**src/rtl/poc_pkg.sv**
```systemverilog
// Shared types, widths and helpers of the parallelogram obstacle check.
package poc_pkg;

  localparam int MAX_MAP_WIDTH  = 4096;
  localparam int MAX_MAP_ROWS   = 4096;
  localparam int OCCUPIED_VALUE = 100;

  localparam int COL_W       = $clog2(MAX_MAP_WIDTH);
  localparam int ROW_W       = $clog2(MAX_MAP_ROWS);
  localparam int MAP_W_W     = 13;
  localparam int CFG_INDEX_W = 3;
  localparam int CFG_DATA_W  = 17;
  localparam int CELL_W      = 8;

  // Q18 product with room for the rounding bias
  localparam int RAW_W  = 34;
  // Q8 scaled length/enlarge terms
  localparam int ES_W   = 23;
  // Q8 positions and offsets
  localparam int POS_W  = 25;
  // Q16 cross products
  localparam int PROD_W = 52;

  localparam logic signed [RAW_W-1:0] ROUND_BIAS = RAW_W'(512);

  typedef enum logic [CFG_INDEX_W-1:0] {
    REG_MAP_WIDTH  = 3'd0,
    REG_ROBOT_X    = 3'd1,
    REG_ROBOT_Y    = 3'd2,
    REG_BOX_WIDTH  = 3'd3,
    REG_BOX_LENGTH = 3'd4,
    REG_ENLARGE    = 3'd5,
    REG_SIN        = 3'd6,
    REG_COS        = 3'd7
  } cfg_index_t;

  typedef struct packed {
    logic        [MAP_W_W-1:0] map_width;
    logic signed [16:0]        robot_x_q4;
    logic signed [16:0]        robot_y_q4;
    logic        [15:0]        box_width_q4;
    logic        [15:0]        box_length_q4;
    logic        [15:0]        enlarge_q4;
    logic signed [15:0]        sin_q14;
    logic signed [15:0]        cos_q14;
  } cfg_t;

  typedef struct packed {
    logic valid;
    logic last;
    logic hit;
  } cell_res_t;

  // Round Q18 to Q8, half up.
  function automatic logic signed [ES_W-1:0] round_q18_to_q8(
      input logic signed [RAW_W-1:0] v);
    logic signed [RAW_W-1:0] t;
    t = (v + ROUND_BIAS) >>> 10;
    return t[ES_W-1:0];
  endfunction

endpackage

```
**src/rtl/poc_grid_counter.sv**
```systemverilog
// Column and row counter that follows the row-major cell stream.
module poc_grid_counter (
  input  logic                        clk,
  input  logic                        rst,
  input  logic                        accept,
  input  logic                        last_cell,
  input  logic [poc_pkg::MAP_W_W-1:0] map_width,
  output logic [poc_pkg::COL_W-1:0]   col,
  output logic [poc_pkg::ROW_W-1:0]   row
);
  import poc_pkg::*;

  logic [MAP_W_W-1:0] width_eff;
  logic [MAP_W_W-1:0] col_inc;
  logic [ROW_W:0]     row_inc;
  logic [COL_W-1:0]   col_next;
  logic [ROW_W-1:0]   row_next;

  always_comb begin
    priority if (map_width == '0) begin
      width_eff = MAP_W_W'(1);
    end else if (map_width > MAP_W_W'(MAX_MAP_WIDTH)) begin
      width_eff = MAP_W_W'(MAX_MAP_WIDTH);
    end else begin
      width_eff = map_width;
    end
  end

  assign col_inc = MAP_W_W'(col) + MAP_W_W'(1);
  assign row_inc = {1'b0, row} + (ROW_W+1)'(1);

  always_comb begin
    col_next = col;
    row_next = row;
    if (last_cell) begin
      col_next = '0;
      row_next = '0;
    end else if (col_inc >= width_eff) begin
      // an incremented column at or past the width ends its row
      col_next = '0;
      row_next = (row_inc >= (ROW_W+1)'(MAX_MAP_ROWS)) ? '0 : row_inc[ROW_W-1:0];
    end else begin
      col_next = col_inc[COL_W-1:0];
    end
  end

  always_ff @(posedge clk) begin
    if (rst) begin
      col <= '0;
      row <= '0;
    end else if (accept) begin
      col <= col_next;
      row <= row_next;
    end
  end

endmodule

```
**config.mk**
```make
export PLATFORM = sky130hd
export DESIGN_NAME = poc_grid_counter
export DESIGN_NICKNAME = d
export VERILOG_FILES = /design/src/rtl/poc_pkg.sv /design/src/rtl/poc_grid_counter.sv
export SDC_FILE = /design/constraint.sdc
export NUM_CORES = 1
export LEC_CHECK = 0
export BUFFER_PORTS_ARGS = -buffer_cell sky130_fd_sc_hd__buf_4
export CAP_MARGIN = 40
export CORE_UTILIZATION = 50
export DETAILED_ROUTE_END_ITERATION = 12
export PLACE_DENSITY = 0.79
export SYNTH_ARGS = -nofsm -noshare
export SYNTH_HDL_FRONTEND = slang
export SYNTH_SLANG_ARGS = --single-unit
```
**constraint.sdc**
```tcl
create_clock -name clk -period 7.2 [get_ports clk]
set_input_delay 0.36 -clock clk [delete_from_list [all_inputs] [get_ports clk]]
set_output_delay 0.36 -clock clk [all_outputs]
set_load 0.01 [all_outputs]
```
==> impl_metrics.env <==
export IMPL_status="finished, final reports clean"
export IMPL_p_leak_nw=0.925
export IMPL_path_class="flip-flop to flip-flop"
export IMPL_cp_top_family="simple AND/OR/NAND/NOR gates"
export IMPL_final_setup_viol_count=0
export IMPL_postCtsSetupBuffers=0
export IMPL_die_area_um2=3710
export IMPL_path_clk_slew_ps=140
export IMPL_dp_hpwl_um=3120
export IMPL_core_rowCount=21
export IMPL_gp_congestion=0.872
export IMPL_p_int_uw=182
export IMPL_synth_simple_area_share_pct=30.5
export IMPL_area_growth_pct=21.3
export IMPL_start_kind="flip-flop"
export IMPL_final_antenna_net_count=0
export IMPL_ys_flop_type="dfxtp_1"
export IMPL_root_buffer="clkbuf_4"
export IMPL_clkSinkCount=24
export IMPL_hold_viol=0
export IMPL_synth_top_family_by_area="simple AND/OR/NAND/NOR gates"
export IMPL_final_area_um2=2100
export IMPL_switching_power_uw=67.7
export IMPL_grt_max_degree=23
export IMPL_async_flop_share_pct=0
export IMPL_max_cap_viol_count=0
export IMPL_power_uw=249
export IMPL_skew_ps=3.24
export IMPL_slew_headroom_pct=55.8
export IMPL_synth_cell_type_count=41
export IMPL_first_pass_iters=4
export IMPL_grt_antenna_before_repair=0
export IMPL_dieWidth_um=60.9
export IMPL_die_y_um=60.9
export IMPL_powerDensity_nw_per_um2=119
export IMPL_wl_per_cell_um=13.7
export IMPL_crit_buf_inv=0
export IMPL_min_path_type="primary input to flip-flop"
export IMPL_utilization_pct=63.0
export IMPL_avgSynthCellArea_um2=7.95
export IMPL_drt_initial_drc_count=101
export IMPL_power_frac_comb_pct=16.6
export IMPL_min_delay_start="accept"
export IMPL_cts_buffer_depth=2
export IMPL_ys_warn_count=0
export IMPL_grt_usage_pct=22.8
export IMPL_diodes=0
export IMPL_synth_ff_latch_count=24
export IMPL_cts_resized=0
export IMPL_start_util_pct=51.9
export IMPL_clkLatencyLatePin_ps=320
export IMPL_pwr_share_clk_pct=29.4
export IMPL_synth_mux_area_share_pct=0
export IMPL_power_frac_seq_pct=54.0
export IMPL_drt_wl_total_um=4140
export IMPL_finalMaxSlewViolations=0
export IMPL_synth_compound_area_share_pct=23.5
export IMPL_synth_xor_area_share_pct=5.05
export IMPL_r2r_start="col[3]"
export IMPL_hold_end="col[1]"
export IMPL_mostFrequentLayoutCells="buf_4 (40), nand2_1 (36), dfxtp_1 (24)"
export IMPL_cts_buffers=3
export IMPL_synth_cells=218
export IMPL_syn_nets=250
export IMPL_syn_cell_area_um2=1730
export IMPL_ctsHoldBuffers=0
export IMPL_drive_above_1_share_pct=23.0
export IMPL_final_common_cell="buf_4"
export IMPL_tightest_slew_ps=659
export IMPL_yosys_area_share_adder_pct=10.8
export IMPL_rsz0062_at_grt="false"
export IMPL_avgViaCountPerCell=5.74
export IMPL_worst_path_max_fanout=13
export IMPL_synth_edf_count=0
export IMPL_timing_rr_end="row[3]"
export IMPL_cp_slowest_stage_delay_ps=440
export IMPL_peakVddDrop_mv=0.0822
export IMPL_swShare_pct=27.2
export IMPL_globalRoute_totalOverflow=0
export IMPL_io_buffers=40
export IMPL_r2r_slack_ps=3890
export IMPL_cp_slowest_cell="dfxtp_1"
export IMPL_grt_pass1_vias=1411
export IMPL_yosysSeqAreaShare_pct=27.7
export IMPL_grt_pass1_wl_um=6290
export IMPL_ioPinCount=41
export IMPL_fin_crit_ps=3310
export IMPL_fin_crit_sh_pct=45.9
export IMPL_cts_tree="built"
export IMPL_cp_cell_sequence="and3_1 > nand4_1 > nor2_1 > nand3_1 > xnor2_1 > ha_1 > o21ai_0 > o211ai_1 > o221a_2 > and2_1 > a32o_1"
export IMPL_hold_depth=3
export IMPL_core_um2=3340
export IMPL_reg2reg_depth=11
export IMPL_critical_path_arrival_ps=3540
export IMPL_max_freq_mhz=302
export IMPL_required_ps=7430
export IMPL_drc=0
export IMPL_place_area_um2=2070
export IMPL_crit_path_end_kind="flip-flop"
export IMPL_setup_tns_ps=0
export IMPL_num_vias=1732
export IMPL_htree_num_levels=1
export IMPL_nets=289
==> Yosys cell counts (all sizes together), types with 3 or more instances <==
| cell type | instances | area share, % |
|---|---|---|
| nand2 | 36 | 7.8 |
| dfxtp | 24 | 28 |
| nand3 | 16 | 4.6 |
| a21oi | 15 | 4.3 |
| ha | 15 | 11 |
| nor2 | 15 | 3.2 |
| o21ai | 14 | 4.9 |
| nor3 | 9 | 2.9 |
| a31oi | 5 | 2.7 |
| a32o | 5 | 2.9 |
| and3 | 5 | 1.8 |
| nand4 | 5 | 1.8 |
| xnor2 | 5 | 2.5 |
| xor2 | 5 | 2.5 |
| and2 | 4 | 1.4 |
| clkbuf | 4 | 0.87 |
| inv | 4 | 0.87 |
| or2 | 4 | 1.6 |
| a21o | 3 | 1.3 |
| or4 | 3 | 1.3 |
==> metrics by stage <==
step | setup slack, ps | hold WS (ps) | std cells
finish | 3890 | 369 | 302
global route | 3620 | 359 | 302
CTS | 3900 | 361 | 302
detailed placement | 3930 | 493 | 298
global placement | 4030 | 493 | 298
floorplan | 4310 | 508 | 218
==> how the worst max path moves through the flow <==
stage | start | end | slack [ps] | cells after the start
after CTS | col[3] | row[3] | 3900 | 11
after detailed placement | col[3] | row[3] | 3930 | 11
after global routing | col[2] | row[5] | 3620 | 11
final | col[3] | row[3] | 3890 | 11
after floorplan | col[2] | row[3] | 4310 | 11
after global placement | col[2] | row[2] | 4030 | 11
==> worst register-to-register path: stages (launching register included) <==
cell and delay (ps):
dfxtp_1 440, and3_1 250, nand4_1 190, nor2_1 360, nand3_1 140, xnor2_1 150
ha_1 310, o21ai_0 290, o211ai_1 200, o221a_2 410, and2_1 230, a32o_1 230
==> flip-flops by register name (all words and copies together) (netlist names) <==
register / flops
col: 12
row: 12
==> area by class of cell <==
class	count	area, um^2
fill	308	1230
sequential	24	480
clock buffer	4	36.3
timing repair buffer	40	300
inverter	4	15.0
multi-input combinational	184	1210
tap	46	57.6
==> per-layer routing <==
layer  global-route usage (%)  part of all wire (%)
met5                        0                     0
met4                     7.79                  0.72
met3                     2.56                   3.7
met2                     35.2                    44
met1                     33.0                    52
==> power groups by stage <==
stage | clock network, mW | registers, mW | logic (mW)
finish | 0.0733 | 0.135 | 0.0413
global placement | 0 | 0.137 | 0.0403
CTS | 0.0742 | 0.135 | 0.0413
global route | 0.0793 | 0.135 | 0.0455
floorplan | 0 | 0.138 | 0.0262
detailed placement | 0 | 0.137 | 0.0411
==> logic make-up (layout without fill, tap and decap cells) <==
group	count (synthesis)	in the layout
AOI/OAI and AO/OA	52	52
and+or+nand+nor	107	107
buffers and inverters	10	48
DFF	24	24
adders and majority gates	15	15
xor gates and xnor gates	10	10
Note: power is estimated with default switching activity, not from simulation.
