==> config.mk <==
export PLATFORM = sky130hd
export DESIGN_NAME = poc_cfg_regs
export DESIGN_NICKNAME = d
export VERILOG_FILES = /design/src/rtl/poc_pkg.sv /design/src/rtl/poc_cfg_regs.sv
export SDC_FILE = /design/constraint.sdc
export NUM_CORES = 1
export LEC_CHECK = 0
export BUFFER_PORTS_ARGS = -buffer_cell sky130_fd_sc_hd__buf_2
export CAP_MARGIN = 30
export CORE_ASPECT_RATIO = 1.4
export CORE_MARGIN = 4
export CORE_UTILIZATION = 50
export CTS_CLUSTER_DIAMETER = 100
export CTS_CLUSTER_SIZE = 20
export DETAILED_ROUTE_END_ITERATION = 12
export PLACE_DENSITY = 0.78
export SYNTH_ARGS = -nofsm -noshare
export SYNTH_HDL_FRONTEND = slang
export SYNTH_SLANG_ARGS = --single-unit
==> constraint.sdc <==
create_clock -name clk -period 1.79 [get_ports clk]
set_input_delay 0.358 -clock clk [delete_from_list [all_inputs] [get_ports clk]]
set_output_delay 0.358 -clock clk [all_outputs]
set_load 0.01 [all_outputs]
==> src/rtl/poc_pkg.sv <==
// Shared types, widths and helpers of the parallelogram obstacle check.
package poc_pkg;

  localparam int MAX_MAP_WIDTH  = 4096;
  localparam int MAX_MAP_ROWS   = 4096;
  localparam int OCCUPIED_VALUE = 100;

  localparam int COL_W       = $clog2(MAX_MAP_WIDTH);
  localparam int ROW_W       = $clog2(MAX_MAP_ROWS);
  localparam int MAP_W_W     = 13;
  localparam int CFG_INDEX_W = 3;
  localparam int CFG_DATA_W  = 17;
  localparam int CELL_W      = 8;

  // Q18 product with room for the rounding bias
  localparam int RAW_W  = 34;
  // Q8 scaled length/enlarge terms
  localparam int ES_W   = 23;
  // Q8 positions and offsets
  localparam int POS_W  = 25;
  // Q16 cross products
  localparam int PROD_W = 52;

  localparam logic signed [RAW_W-1:0] ROUND_BIAS = RAW_W'(512);

  typedef enum logic [CFG_INDEX_W-1:0] {
    REG_MAP_WIDTH  = 3'd0,
    REG_ROBOT_X    = 3'd1,
    REG_ROBOT_Y    = 3'd2,
    REG_BOX_WIDTH  = 3'd3,
    REG_BOX_LENGTH = 3'd4,
    REG_ENLARGE    = 3'd5,
    REG_SIN        = 3'd6,
    REG_COS        = 3'd7
  } cfg_index_t;

  typedef struct packed {
    logic        [MAP_W_W-1:0] map_width;
    logic signed [16:0]        robot_x_q4;
    logic signed [16:0]        robot_y_q4;
    logic        [15:0]        box_width_q4;
    logic        [15:0]        box_length_q4;
    logic        [15:0]        enlarge_q4;
    logic signed [15:0]        sin_q14;
    logic signed [15:0]        cos_q14;
  } cfg_t;

  typedef struct packed {
    logic valid;
    logic last;
    logic hit;
  } cell_res_t;

  // Round Q18 to Q8, half up.
  function automatic logic signed [ES_W-1:0] round_q18_to_q8(
      input logic signed [RAW_W-1:0] v);
    logic signed [RAW_W-1:0] t;
    t = (v + ROUND_BIAS) >>> 10;
    return t[ES_W-1:0];
  endfunction

endpackage

==> src/rtl/poc_cfg_regs.sv <==
// Configuration register file of the obstacle check.
module poc_cfg_regs (
  input  logic                            clk,
  input  logic                            rst,
  input  logic                            cfg_write,
  input  logic [poc_pkg::CFG_INDEX_W-1:0] cfg_index,
  input  logic [poc_pkg::CFG_DATA_W-1:0]  cfg_data,
  output poc_pkg::cfg_t                   cfg
);
  import poc_pkg::*;

  always_ff @(posedge clk) begin
    if (rst) begin
      cfg.map_width     <= MAP_W_W'(1);
      cfg.robot_x_q4    <= '0;
      cfg.robot_y_q4    <= '0;
      cfg.box_width_q4  <= '0;
      cfg.box_length_q4 <= '0;
      cfg.enlarge_q4    <= '0;
      cfg.sin_q14       <= '0;
      cfg.cos_q14       <= 16'sd16384;
    end else if (cfg_write) begin
      unique case (cfg_index_t'(cfg_index))
        REG_MAP_WIDTH:  cfg.map_width     <= cfg_data[MAP_W_W-1:0];
        REG_ROBOT_X:    cfg.robot_x_q4    <= $signed(cfg_data[16:0]);
        REG_ROBOT_Y:    cfg.robot_y_q4    <= $signed(cfg_data[16:0]);
        REG_BOX_WIDTH:  cfg.box_width_q4  <= cfg_data[15:0];
        REG_BOX_LENGTH: cfg.box_length_q4 <= cfg_data[15:0];
        REG_ENLARGE:    cfg.enlarge_q4    <= cfg_data[15:0];
        REG_SIN:        cfg.sin_q14       <= $signed(cfg_data[15:0]);
        REG_COS:        cfg.cos_q14       <= $signed(cfg_data[15:0]);
      endcase
    end
  end

endmodule

==> metrics.csv, run 1 <==
stage,metric,value,unit
yosys,Mapped Nets,482,
timing,endpoints failing setup,0,
timing,worst hold margin,230,ps
die,Starting Density,51.0,%
layout,"commonest non-fill, non-tap cells in the layout","buf_2 (149), nand2b_1 (142), mux2i_1 (127), dfxtp_1 (127), clkbuf_16 (17)",
yosys,Netlist cell types,14,
worst_setup_path,Crit-path slowest cell,dfxtp_1,
die,Core Region,9900,um^2
drt,final wirelength,12700,um
layout,"most common cell after layout, fill and taps aside",buf_2,
layout,Finished Layout Cells,740,
die,die area,11800,um^2
yosys,sequential area share after synthesis,50.3,%
global_routing,grt total ovfl,0,
die,chip width,92.9,um
pwr,maximum vdd drop,0.000633,V
placement,hpwl dp,9180,um
placement,Port Buffers,149,
timing,Final Critical Period,1270,ps
layout,Fill cells,817,
global_routing,largest net degree at the start of global routing,35,
clock_network,Max Buffers Root-to-Sink,2,
yosys,mapped cell area,5050,um^2
die,number of cell rows,43,
pwr,Pint,5.36,mW
outcome,status,finished clean,
timing,unrepaired setup endpoints after global routing,false,
layout,Biggest register,cfg,
timing,max_slew headroom,65.0,%
run,max cap viols,0,
timing,fmax,785,MHz
placement,placed instance count,710,
worst_hold_path,Worst Hold Class,in -> reg,
clock_network,H-tree Lvls,4,
drt,vias per cell,4.99,
yosys,number of synthesized register bits,127,
worst_setup_path,Crit. End Element,output pin,
global_routing,vias in the first global route,3828,
layout,max reg flops,127,
layout,largest registers,cfg x127,
pwr,Switch Pwr,1.42,mW
layout,Antenna diodes,0,
pwr,sequential power share,43.2,%
drt,drt wl/cell,17.2,um
worst_setup_path,CP Data Required Time,1430,ps
worst_setup_path,crit-path max cell delay,360,ps
die,Ports,150,
pwr,clock power share,50.5,%
global_routing,initial antenna violation count,0,
worst_setup_path,Critical Path Fanout Max,2,
clock_network,"Reg clk slew, reported paths",50,ps
pwr,leak pwr,3.50,nW
layout,ratio of cells with drive above 1 in the final layout,32.1,%
worst_setup_path,"delay-heaviest family, CP",flip-flops,
yosys,Synth area leaders,"dfxtp_1 (50%), mux2i_1 (25%), nand2b_1 (18%), clkbuf_1 (2.2%), buf_2 (1.5%)",
drt,First-pass DRT Iterations,4,
yosys,Synth top area share,50.3,%
yosys,syn avg cell area,11.0,um^2
clock_network,CTS Hold Bufs,0,
worst_setup_path,crit path from,cfg[108]$_SDFFE_PP0P_,
worst_setup_path,worst r2r src,cfg[76]$_SDFFE_PP0P_,
drt,post-route ant nets,0,
clock_network,TritonCTS Buffers,17,
yosys,Synth area leader,dfxtp_1,
global_routing,gr usage total,22.4,%
timing,Tcrit/Tclk final,71.2,%
clock_network,post-CTS setup buffer count,0,
global_routing,first-pass GRT wire length,20300,um
pwr,combinational power share,6.3,%
timing,final hold vios,0,
pwr,Power Total,6.78,mW
pwr,PwrDens,1050,nW/um^2
drt,DR iter-0 viols,126,
clock_network,clk_lat worst skew,410,ps
clock_network,clk root buf,clkbuf_16,
clock_network,CTS resizes,0,
timing,"Slew Viols, Final",0,
pwr,Switching Fraction,21.0,%
timing,post-route setup TNS,0,ps
timing,clock skew,0,ps
yosys,Yosys warnings,0,
timing,Slew @ Worst Pin,526,ps
worst_setup_path,crit path launch type,flop,
drt,DR vias,3690,
placement,GPL Wtd Cong,0.807,
worst_setup_path,critical path arrival,920,ps
clock_network,clk sinks,127,
worst_setup_path,CP Cell Sequence,buf_2,
clock_network,CTS tree,yes,
worst_setup_path,worst path bufs/invs,1,
worst_setup_path,critical path type,reg -> out,
yosys,Syn Inst Count,459,
drt,drt drc,0,
worst_hold_path,hold path startpoint,cfg_data[14],
layout,Synth-to-Final Area Change,28.0,%
layout,Nets,617,
die,die height,127,um
==> final timing paths <==
kind | to | slack [ps] | cells past startpoint
hold / removal | cfg[14]$_SDFFE_PP1P_ | 230 | 3
hold reg to reg | cfg[92]$_SDFFE_PP0P_ | 470 | 2
setup reg to reg | cfg[76]$_SDFFE_PP0P_ | 1150 | 2
setup / recovery | cfg[108] | 520 | 1
==> tightest hold or removal path, stage by stage <==
cell     delay, ps
buf_2           90
nor2_1          40
mux2i_1        100
==> metrics by stage <==
step	instance area (um^2)	utilization, %	setup WS (ps)
finish	6470	65.3	516
global route	6470	65.3	480
CTS	6470	65.3	498
detailed placement	5880	59.4	257
global placement	5880	59.4	300
floorplan	5050	-	274
==> power groups by stage <==
stage,Combinational (mW),Clock (mW),Sequential (mW)
CTS,0.435,3.46,2.93
detailed placement,0.433,0,2.99
floorplan,0.244,0,3.01
global placement,0.422,0,2.98
finish,0.430,3.43,2.93
global route,0.465,3.58,2.93
==> Yosys cell counts <==
| cell type | instances |
|---|---|
| nand2b_1 | 142 |
| dfxtp_1 | 127 |
| mux2i_1 | 127 |
| clkbuf_1 | 29 |
| buf_2 | 15 |
| nor2_1 | 4 |
| nand4b_1 | 3 |
| nand4bb_1 | 3 |
| buf_1 | 2 |
| buf_6 | 2 |
| nor4bb_1 | 2 |
| buf_12 | 1 |
| nand4_1 | 1 |
| or4b_4 | 1 |
==> cells by family (layout without fill, tap and decap cells) <==
family	count (synthesis)	count (layout)	synth area share (%)
buf+inv	49	195	4.63
flops	127	127	50.3
mux	127	127	25.2
simple gates	156	156	19.9
==> layout make-up <==
class                      instances  area [um^2]  share of cell area, %
clock buffer                      23          478                   7.39
timing repair buffer             165          878                   13.6
clock inverter                     7          110                   1.70
multi-input combinational        283         2290                   35.4
sequential                       127         2540                   39.3
tap                              135          169                   2.61
==> routing by layer <==
layer	track usage (%)	wire (um)	up-vias
met4	8.89	216	0
met2	39.9	6750	113
met5	0	0	-
li1	-	-	1775
met1	25.5	5060	1781
met3	5.28	709	21
Note: power is estimated with default switching activity, not from simulation.
==> inputs of run 2 (changes only) <==
- CORE_UTILIZATION: 50 -> 46
- PLACE_DENSITY: 0.78 -> 0.75
- clock period: 1.79 -> 1.1 ns (I/O delays scaled with it)
==> metrics.csv, run 2 (synthesized netlist as in run 1, its figures left out) <==
stage,metric,value,unit,change
timing,max_slew headroom,68.4,%,+3.4 points
timing,fmax,916,MHz,
die,number of cell rows,45,,+4.7%
worst_setup_path,"delay-heaviest family, CP",flip-flops,,
die,die height,132,um,+4.0%
layout,Nets,650,,+5.3%
layout,"most common cell after layout, fill and taps aside",nand2b_1,,
placement,Area after DPL,6100,um^2,+3.7%
drt,final wirelength,14500,um,+14%
pwr,leak pwr,3.88,nW,+11%
drt,vias per cell,4.99,,about the same
clock_network,clk root buf,clkbuf_16,,
worst_setup_path,Crit-path slowest cell,dfxtp_2,,
clock_network,CTS Hold Bufs,0,,unchanged
layout,max reg flops,127,,unchanged
placement,hpwl dp,9610,um,+4.7%
timing,Tcrit/Tclk final,99.2,%,
die,die area,12700,um^2,+8.0%
worst_setup_path,critical path arrival,870,ps,-50 ps
die,Ports,150,,unchanged
clock_network,"Reg clk slew, reported paths",50,ps,about the same
global_routing,met3 track demand over resource,6.68,%,+1.4 points
placement,GPL Wtd Cong,0.768,,-4.8%
drt,First-pass DRT Iterations,5,,+1
pwr,maximum vdd drop,0.00113,V,+79%
drt,DR iter-0 viols,112,,-11%
drt,post-route ant nets,0,,unchanged
clock_network,TritonCTS Buffers,17,,unchanged
layout,final core utilization,71.9,%,+6.6 points
clock_network,H-tree Lvls,4,,unchanged
global_routing,most crowded layer after global routing,met2,,
worst_setup_path,crit path launch type,flop,,
drt,DR vias,3889,,+5.4%
worst_setup_path,CP Data Required Time,880,ps,-550 ps
layout,Synth-to-Final Area Change,53.9,%,
layout,largest registers,cfg x127,,
timing,final hold vios,0,,unchanged
worst_setup_path,CP Cell Sequence,buf_6,,
die,Core Region,10800,um^2,+9.2%
timing,unrepaired setup endpoints after global routing,true,,
timing,post-route setup TNS,0,ps,unchanged
pwr,PwrDens,1470,nW/um^2,+40%
die,Starting Density,46.7,%,-4.3 points
global_routing,largest net degree at the start of global routing,46,,+31%
worst_setup_path,Critical Path Fanout Max,2,,unchanged
global_routing,vias in the first global route,3972,,+3.8%
drt,drt wl/cell,18.7,um,+8.4%
drt,drt drc,0,,unchanged
layout,"commonest non-fill, non-tap cells in the layout","nand2b_1 (142), mux2i_1 (127), dfxtp_2 (127)",,
global_routing,initial antenna violation count,0,,unchanged
run,max cap viols,0,,unchanged
layout,final instance area,7770,um^2,+20%
clock_network,clk sinks,127,,unchanged
timing,Final Critical Period,1090,ps,
clock_network,Max Buffers Root-to-Sink,2,,unchanged
clock_network,CTS tree,yes,,
clock_network,clk_lat worst skew,400,ps,about the same
global_routing,grt total ovfl,0,,unchanged
pwr,Power Total,11.4,mW,+68%
placement,Port Buffers,149,,unchanged
timing,endpoints failing setup,0,,unchanged
global_routing,met2 usage in global routing,39.6,%,-0.25 points
timing,"Slew Viols, Final",0,,unchanged
layout,Antenna diodes,0,,unchanged
worst_hold_path,Worst Hold Class,in -> reg,,
outcome,status,finished clean,,
timing,clock skew,0,ps,unchanged
worst_setup_path,worst path bufs/invs,1,,unchanged
layout,Biggest register,cfg,,
worst_setup_path,Crit. End Element,output pin,,
layout,ratio of cells with drive above 1 in the final layout,55.4,%,+23 points
worst_setup_path,crit-path max cell delay,360,ps,about the same
global_routing,met1 global-route usage,22.8,%,-2.7 points
die,chip width,96.6,um,+3.9%
global_routing,first-pass GRT wire length,20800,um,+2.5%
global_routing,gr usage total,21.7,%,-0.67 points
timing,Slew @ Worst Pin,475,ps,-51.0 ps
worst_setup_path,critical path type,reg -> out,,
[run 2: cell count changes in the layout (fill, tap and decap cells not counted), sizes merged]
cell / before / now
buf: 165 / 198
clkbuf: 23 / 25
clkinv: 4 / 3
[run 2: per-stage QoR]
step	std cells	hold slack, ps	setup slack (ps)
floorplan	459	381	-259
global placement	727	458	-222
detailed placement	727	463	-253
CTS	758	70.2	0.144
global route	780	88.7	-22.3
finish	780	84.9	8.32
[run 2: per-layer routing]
layer | part of all wire, % | vias up
met1 | 38 | 1939
met3 | 4.0 | 14
li1 | - | 1842
met5 | 0 | -
met4 | 1.1 | 0
met2 | 57 | 94
[run 2: area by class of cell]
type,count,area (um^2)
fillers,748,3040
flip-flops and latches,127,2700
multi-input cells,283,2290
repair buffers,198,2000
clock buffers,25,495
well taps,141,176
clock inverters,6,105
[run 2: power breakdown]
| group | internal, mW | switching, mW |
|---|---|---|
| sequential | 4.73 | 0.0806 |
| combinational | 0.497 | 0.415 |
| clock | 3.78 | 1.91 |
[run 2: final timing paths]
path | from | endpoint | slack, ps | cells past startpoint
min | cfg_data[14] | cfg[14]$_SDFFE_PP1P_ | 80 | 3
max reg2reg | cfg[114]$_SDFFE_PP1P_ | cfg[114]$_SDFFE_PP1P_ | 330 | 3
max | cfg[77]$_SDFFE_PP0P_ | cfg[77] | 8 | 1
min reg2reg | cfg[0]$_SDFFE_PP0P_ | cfg[0]$_SDFFE_PP0P_ | 480 | 2
[run 2: timing repair]
item | CTS | global route
resized for setup | 136 | 118
buffers inserted | 0 | 22
endpoints found under the setup margin | 103 | 116
==> inputs of run 3 (changes only) <==
- clock period: 1.1 -> 1 ns (I/O delays scaled with it)
==> metrics.csv, run 3 (synthesized netlist as in run 1, its figures left out) <==
stage,metric,value,unit,change
worst_setup_path,FF-to-FF path depth,4,,+1
worst_setup_path,Critical Path Fanout Max,2,,unchanged
die,Starting Density,46.7,%,unchanged
timing,"Slew Viols, Final",0,,unchanged
pwr,sequential power share,40.9,%,-1.2 points
layout,"commonest non-fill, non-tap cells in the layout","nand2b_1 (142), mux2i_1 (127), dfxtp_2 (127), buf_6 (127), buf_4 (89)",,
die,Core Region,10800,um^2,unchanged
drt,vias per cell,4.91,,-1.6%
pwr,maximum vdd drop,0.00151,V,+34%
pwr,combinational power share,8.3,%,+0.3 points
layout,Finished Layout Cells,829,,+6.3%
die,chip width,96.6,um,unchanged
outcome,failing checks,setup timing,,
pwr,clock power share,50.7,%,+0.8 points
worst_setup_path,CP endpoint,cfg[85],,
clock_network,"Reg clk slew, reported paths",60,ps,about the same
clock_network,clk root buf,clkbuf_16,,
worst_setup_path,reg-to-reg endpoint,cfg[61]$_SDFFE_PP0P_,,
pwr,Switching Fraction,22.2,%,+1.1 points
worst_setup_path,crit path from,cfg[85]$_SDFFE_PP0P_,,
timing,fmax,930,MHz,
layout,ratio of cells with drive above 1 in the final layout,59.0,%,+3.6 points
global_routing,initial antenna violation count,0,,unchanged
clock_network,clk_lat worst skew,410,ps,about the same
timing,clock skew,0,ps,unchanged
worst_setup_path,crit-path max cell delay,360,ps,about the same
worst_setup_path,Crit-path slowest cell,dfxtp_2,,
global_routing,most crowded layer after global routing,met2,,
timing,final hold vios,0,,unchanged
clock_network,Max Buffers Root-to-Sink,2,,unchanged
drt,First-pass DRT Iterations,4,,-1
global_routing,first-pass GRT wire length,22400,um,+7.7%
worst_setup_path,register-to-register setup slack,170,ps,-160 ps
pwr,Pint,10.0,mW,+12%
die,Ports,150,,unchanged
outcome,status,"complete, but fails checks",,
timing,unrepaired setup endpoints after global routing,true,,
clock_network,H-tree Lvls,4,,unchanged
timing,worst hold margin,74.8,ps,-10.1 ps
worst_hold_path,Worst Hold Class,in -> reg,,
drt,drt wl/cell,17.8,um,-4.4%
global_routing,vias in the first global route,4308,,+8.5%
run,max cap viols,0,,unchanged
die,die area,12700,um^2,unchanged
worst_setup_path,Crit. End Element,output pin,,
worst_setup_path,critical path arrival,870,ps,about the same
global_routing,met1 global-route usage,24.6,%,+1.7 points
placement,GPL Wtd Cong,0.776,,+1.1%
worst_setup_path,crit path launch type,flop,,
timing,endpoints failing setup,127,,+127
clock_network,CTS tree,yes,,
placement,hpwl dp,9520,um,-0.89%
worst_setup_path,critical path depth,1,,unchanged
pwr,Switch Pwr,2.86,mW,+19%
layout,Synth-to-Final Area Change,62.0,%,
timing,Tcrit/Tclk final,107,%,
worst_setup_path,CP Cell Sequence,buf_6,,
global_routing,grt total ovfl,0,,unchanged
die,number of cell rows,45,,unchanged
pwr,Power Total,12.9,mW,+13%
pwr,PwrDens,1580,nW/um^2,+7.5%
layout,Fill cells,693,,-7.4%
drt,final wirelength,14800,um,+1.6%
layout,largest registers,cfg x127,,
global_routing,met2 usage in global routing,41.9,%,+2.2 points
placement,Port Buffers,149,,unchanged
timing,Slew @ Worst Pin,453,ps,-21.7 ps
drt,DR iter-0 viols,105,,-6.3%
timing,Final Critical Period,1070,ps,
clock_network,TritonCTS Buffers,17,,unchanged
layout,Antenna diodes,0,,unchanged
global_routing,gr usage total,23.2,%,+1.4 points
worst_setup_path,worst r2r src,cfg[61]$_SDFFE_PP0P_,,
worst_setup_path,CP Data Required Time,800,ps,-80 ps
placement,placed instance count,739,,+1.7%
layout,max reg flops,127,,unchanged
worst_setup_path,worst path bufs/invs,1,,unchanged
placement,"worst slack, placed",-304,ps,-51.6 ps
layout,"most common cell after layout, fill and taps aside",nand2b_1,,
timing,max_slew headroom,69.8,%,+1.4 points
clock_network,clk sinks,127,,unchanged
drt,drt drc,0,,unchanged
worst_setup_path,critical path type,reg -> out,,
layout,Biggest register,cfg,,
global_routing,met3 track demand over resource,6.57,%,-0.11 points
pwr,leak pwr,4.12,nW,+6.3%
worst_setup_path,"delay-heaviest family, CP",flip-flops,,
layout,Nets,698,,+7.4%
timing,post-route setup TNS,-6490,ps,-6490 ps
timing,setup ws final,-74.8,ps,-83.2 ps
drt,post-route ant nets,0,,unchanged
die,die height,132,um,unchanged
drt,DR vias,4067,,+4.6%
global_routing,largest net degree at the start of global routing,40,,-13%
==> run 3: changes by cell type in the layout (fill, tap and decap cells not counted), sizes merged <==
cell,change
clkinvlp,+3
clkinv,+2
buf,+48
bufinv,+1
inv,+1
clkbuf,-6
==> run 3: power groups by stage <==
stage	combinational, mW	sequential, mW	clock (mW)
2_1_floorplan	0.473	5.39	0
3_3_place_gp	0.853	5.34	0
3_5_place_dp	0.874	5.35	0
4_1_cts	1.02	5.28	6.62
5_1_grt	1.14	5.29	6.85
6_report	1.08	5.29	6.55
==> run 3: routing by layer <==
metal | up-vias | part of all wire [%]
li1 | 1946 | -
met1 | 1975 | 37
met2 | 117 | 56
met3 | 29 | 4.5
met4 | 0 | 2.7
met5 | - | 0
==> run 3: worst reg2reg max path, delay by kind of cell, from the launching register on <==
kind | cells | cell delay (ps)
buffers and inverters | 2 | 250
and+or+nand+nor | 1 | 60
DFF | 1 | 330
muxes | 1 | 70
==> run 3: worst min path at each step <==
stage	startpoint	endpoint	slack, ps	depth (start not counted)
global placement	cfg[27]$_SDFFE_PP0P_	cfg[27]$_SDFFE_PP0P_	460	2
finish	cfg_data[14]	cfg[14]$_SDFFE_PP1P_	70	3
detailed placement	cfg[105]$_SDFFE_PP0P_	cfg[105]$_SDFFE_PP0P_	460	2
floorplan	cfg_data[0]	cfg[114]$_SDFFE_PP1P_	360	2
global route	cfg_data[14]	cfg[14]$_SDFFE_PP1P_	90	3
CTS	cfg_data[14]	cfg[14]$_SDFFE_PP1P_	50	3
==> run 3: what timing repair did <==
action	CTS	global route
buffers inserted	16	42
pin swaps	0	0
gates cloned	0	0
hold buffers	0	0
endpoints found under the setup margin	127	127
resized for setup	255	0
==> run 3: final cells by class <==
type / instances / area (um^2) / area share [%]
Sequential cell: 127 / 2700 / 33.0
Tap cell: 141 / 176 / 2.16
Clock buffer: 19 / 443 / 5.41
Timing Repair Buffer: 246 / 2380 / 29.1
Clock inverter: 13 / 188 / 2.29
Multi-Input combinational cell: 283 / 2290 / 28.0
==> run 3: through the flow <==
stage	area, um^2	utilization [%]
2_1_floorplan	5170	-
3_3_place_gp	6160	57.0
3_5_place_dp	6160	57.0
4_1_cts	7870	72.8
5_1_grt	8180	75.7
6_report	8180	75.7
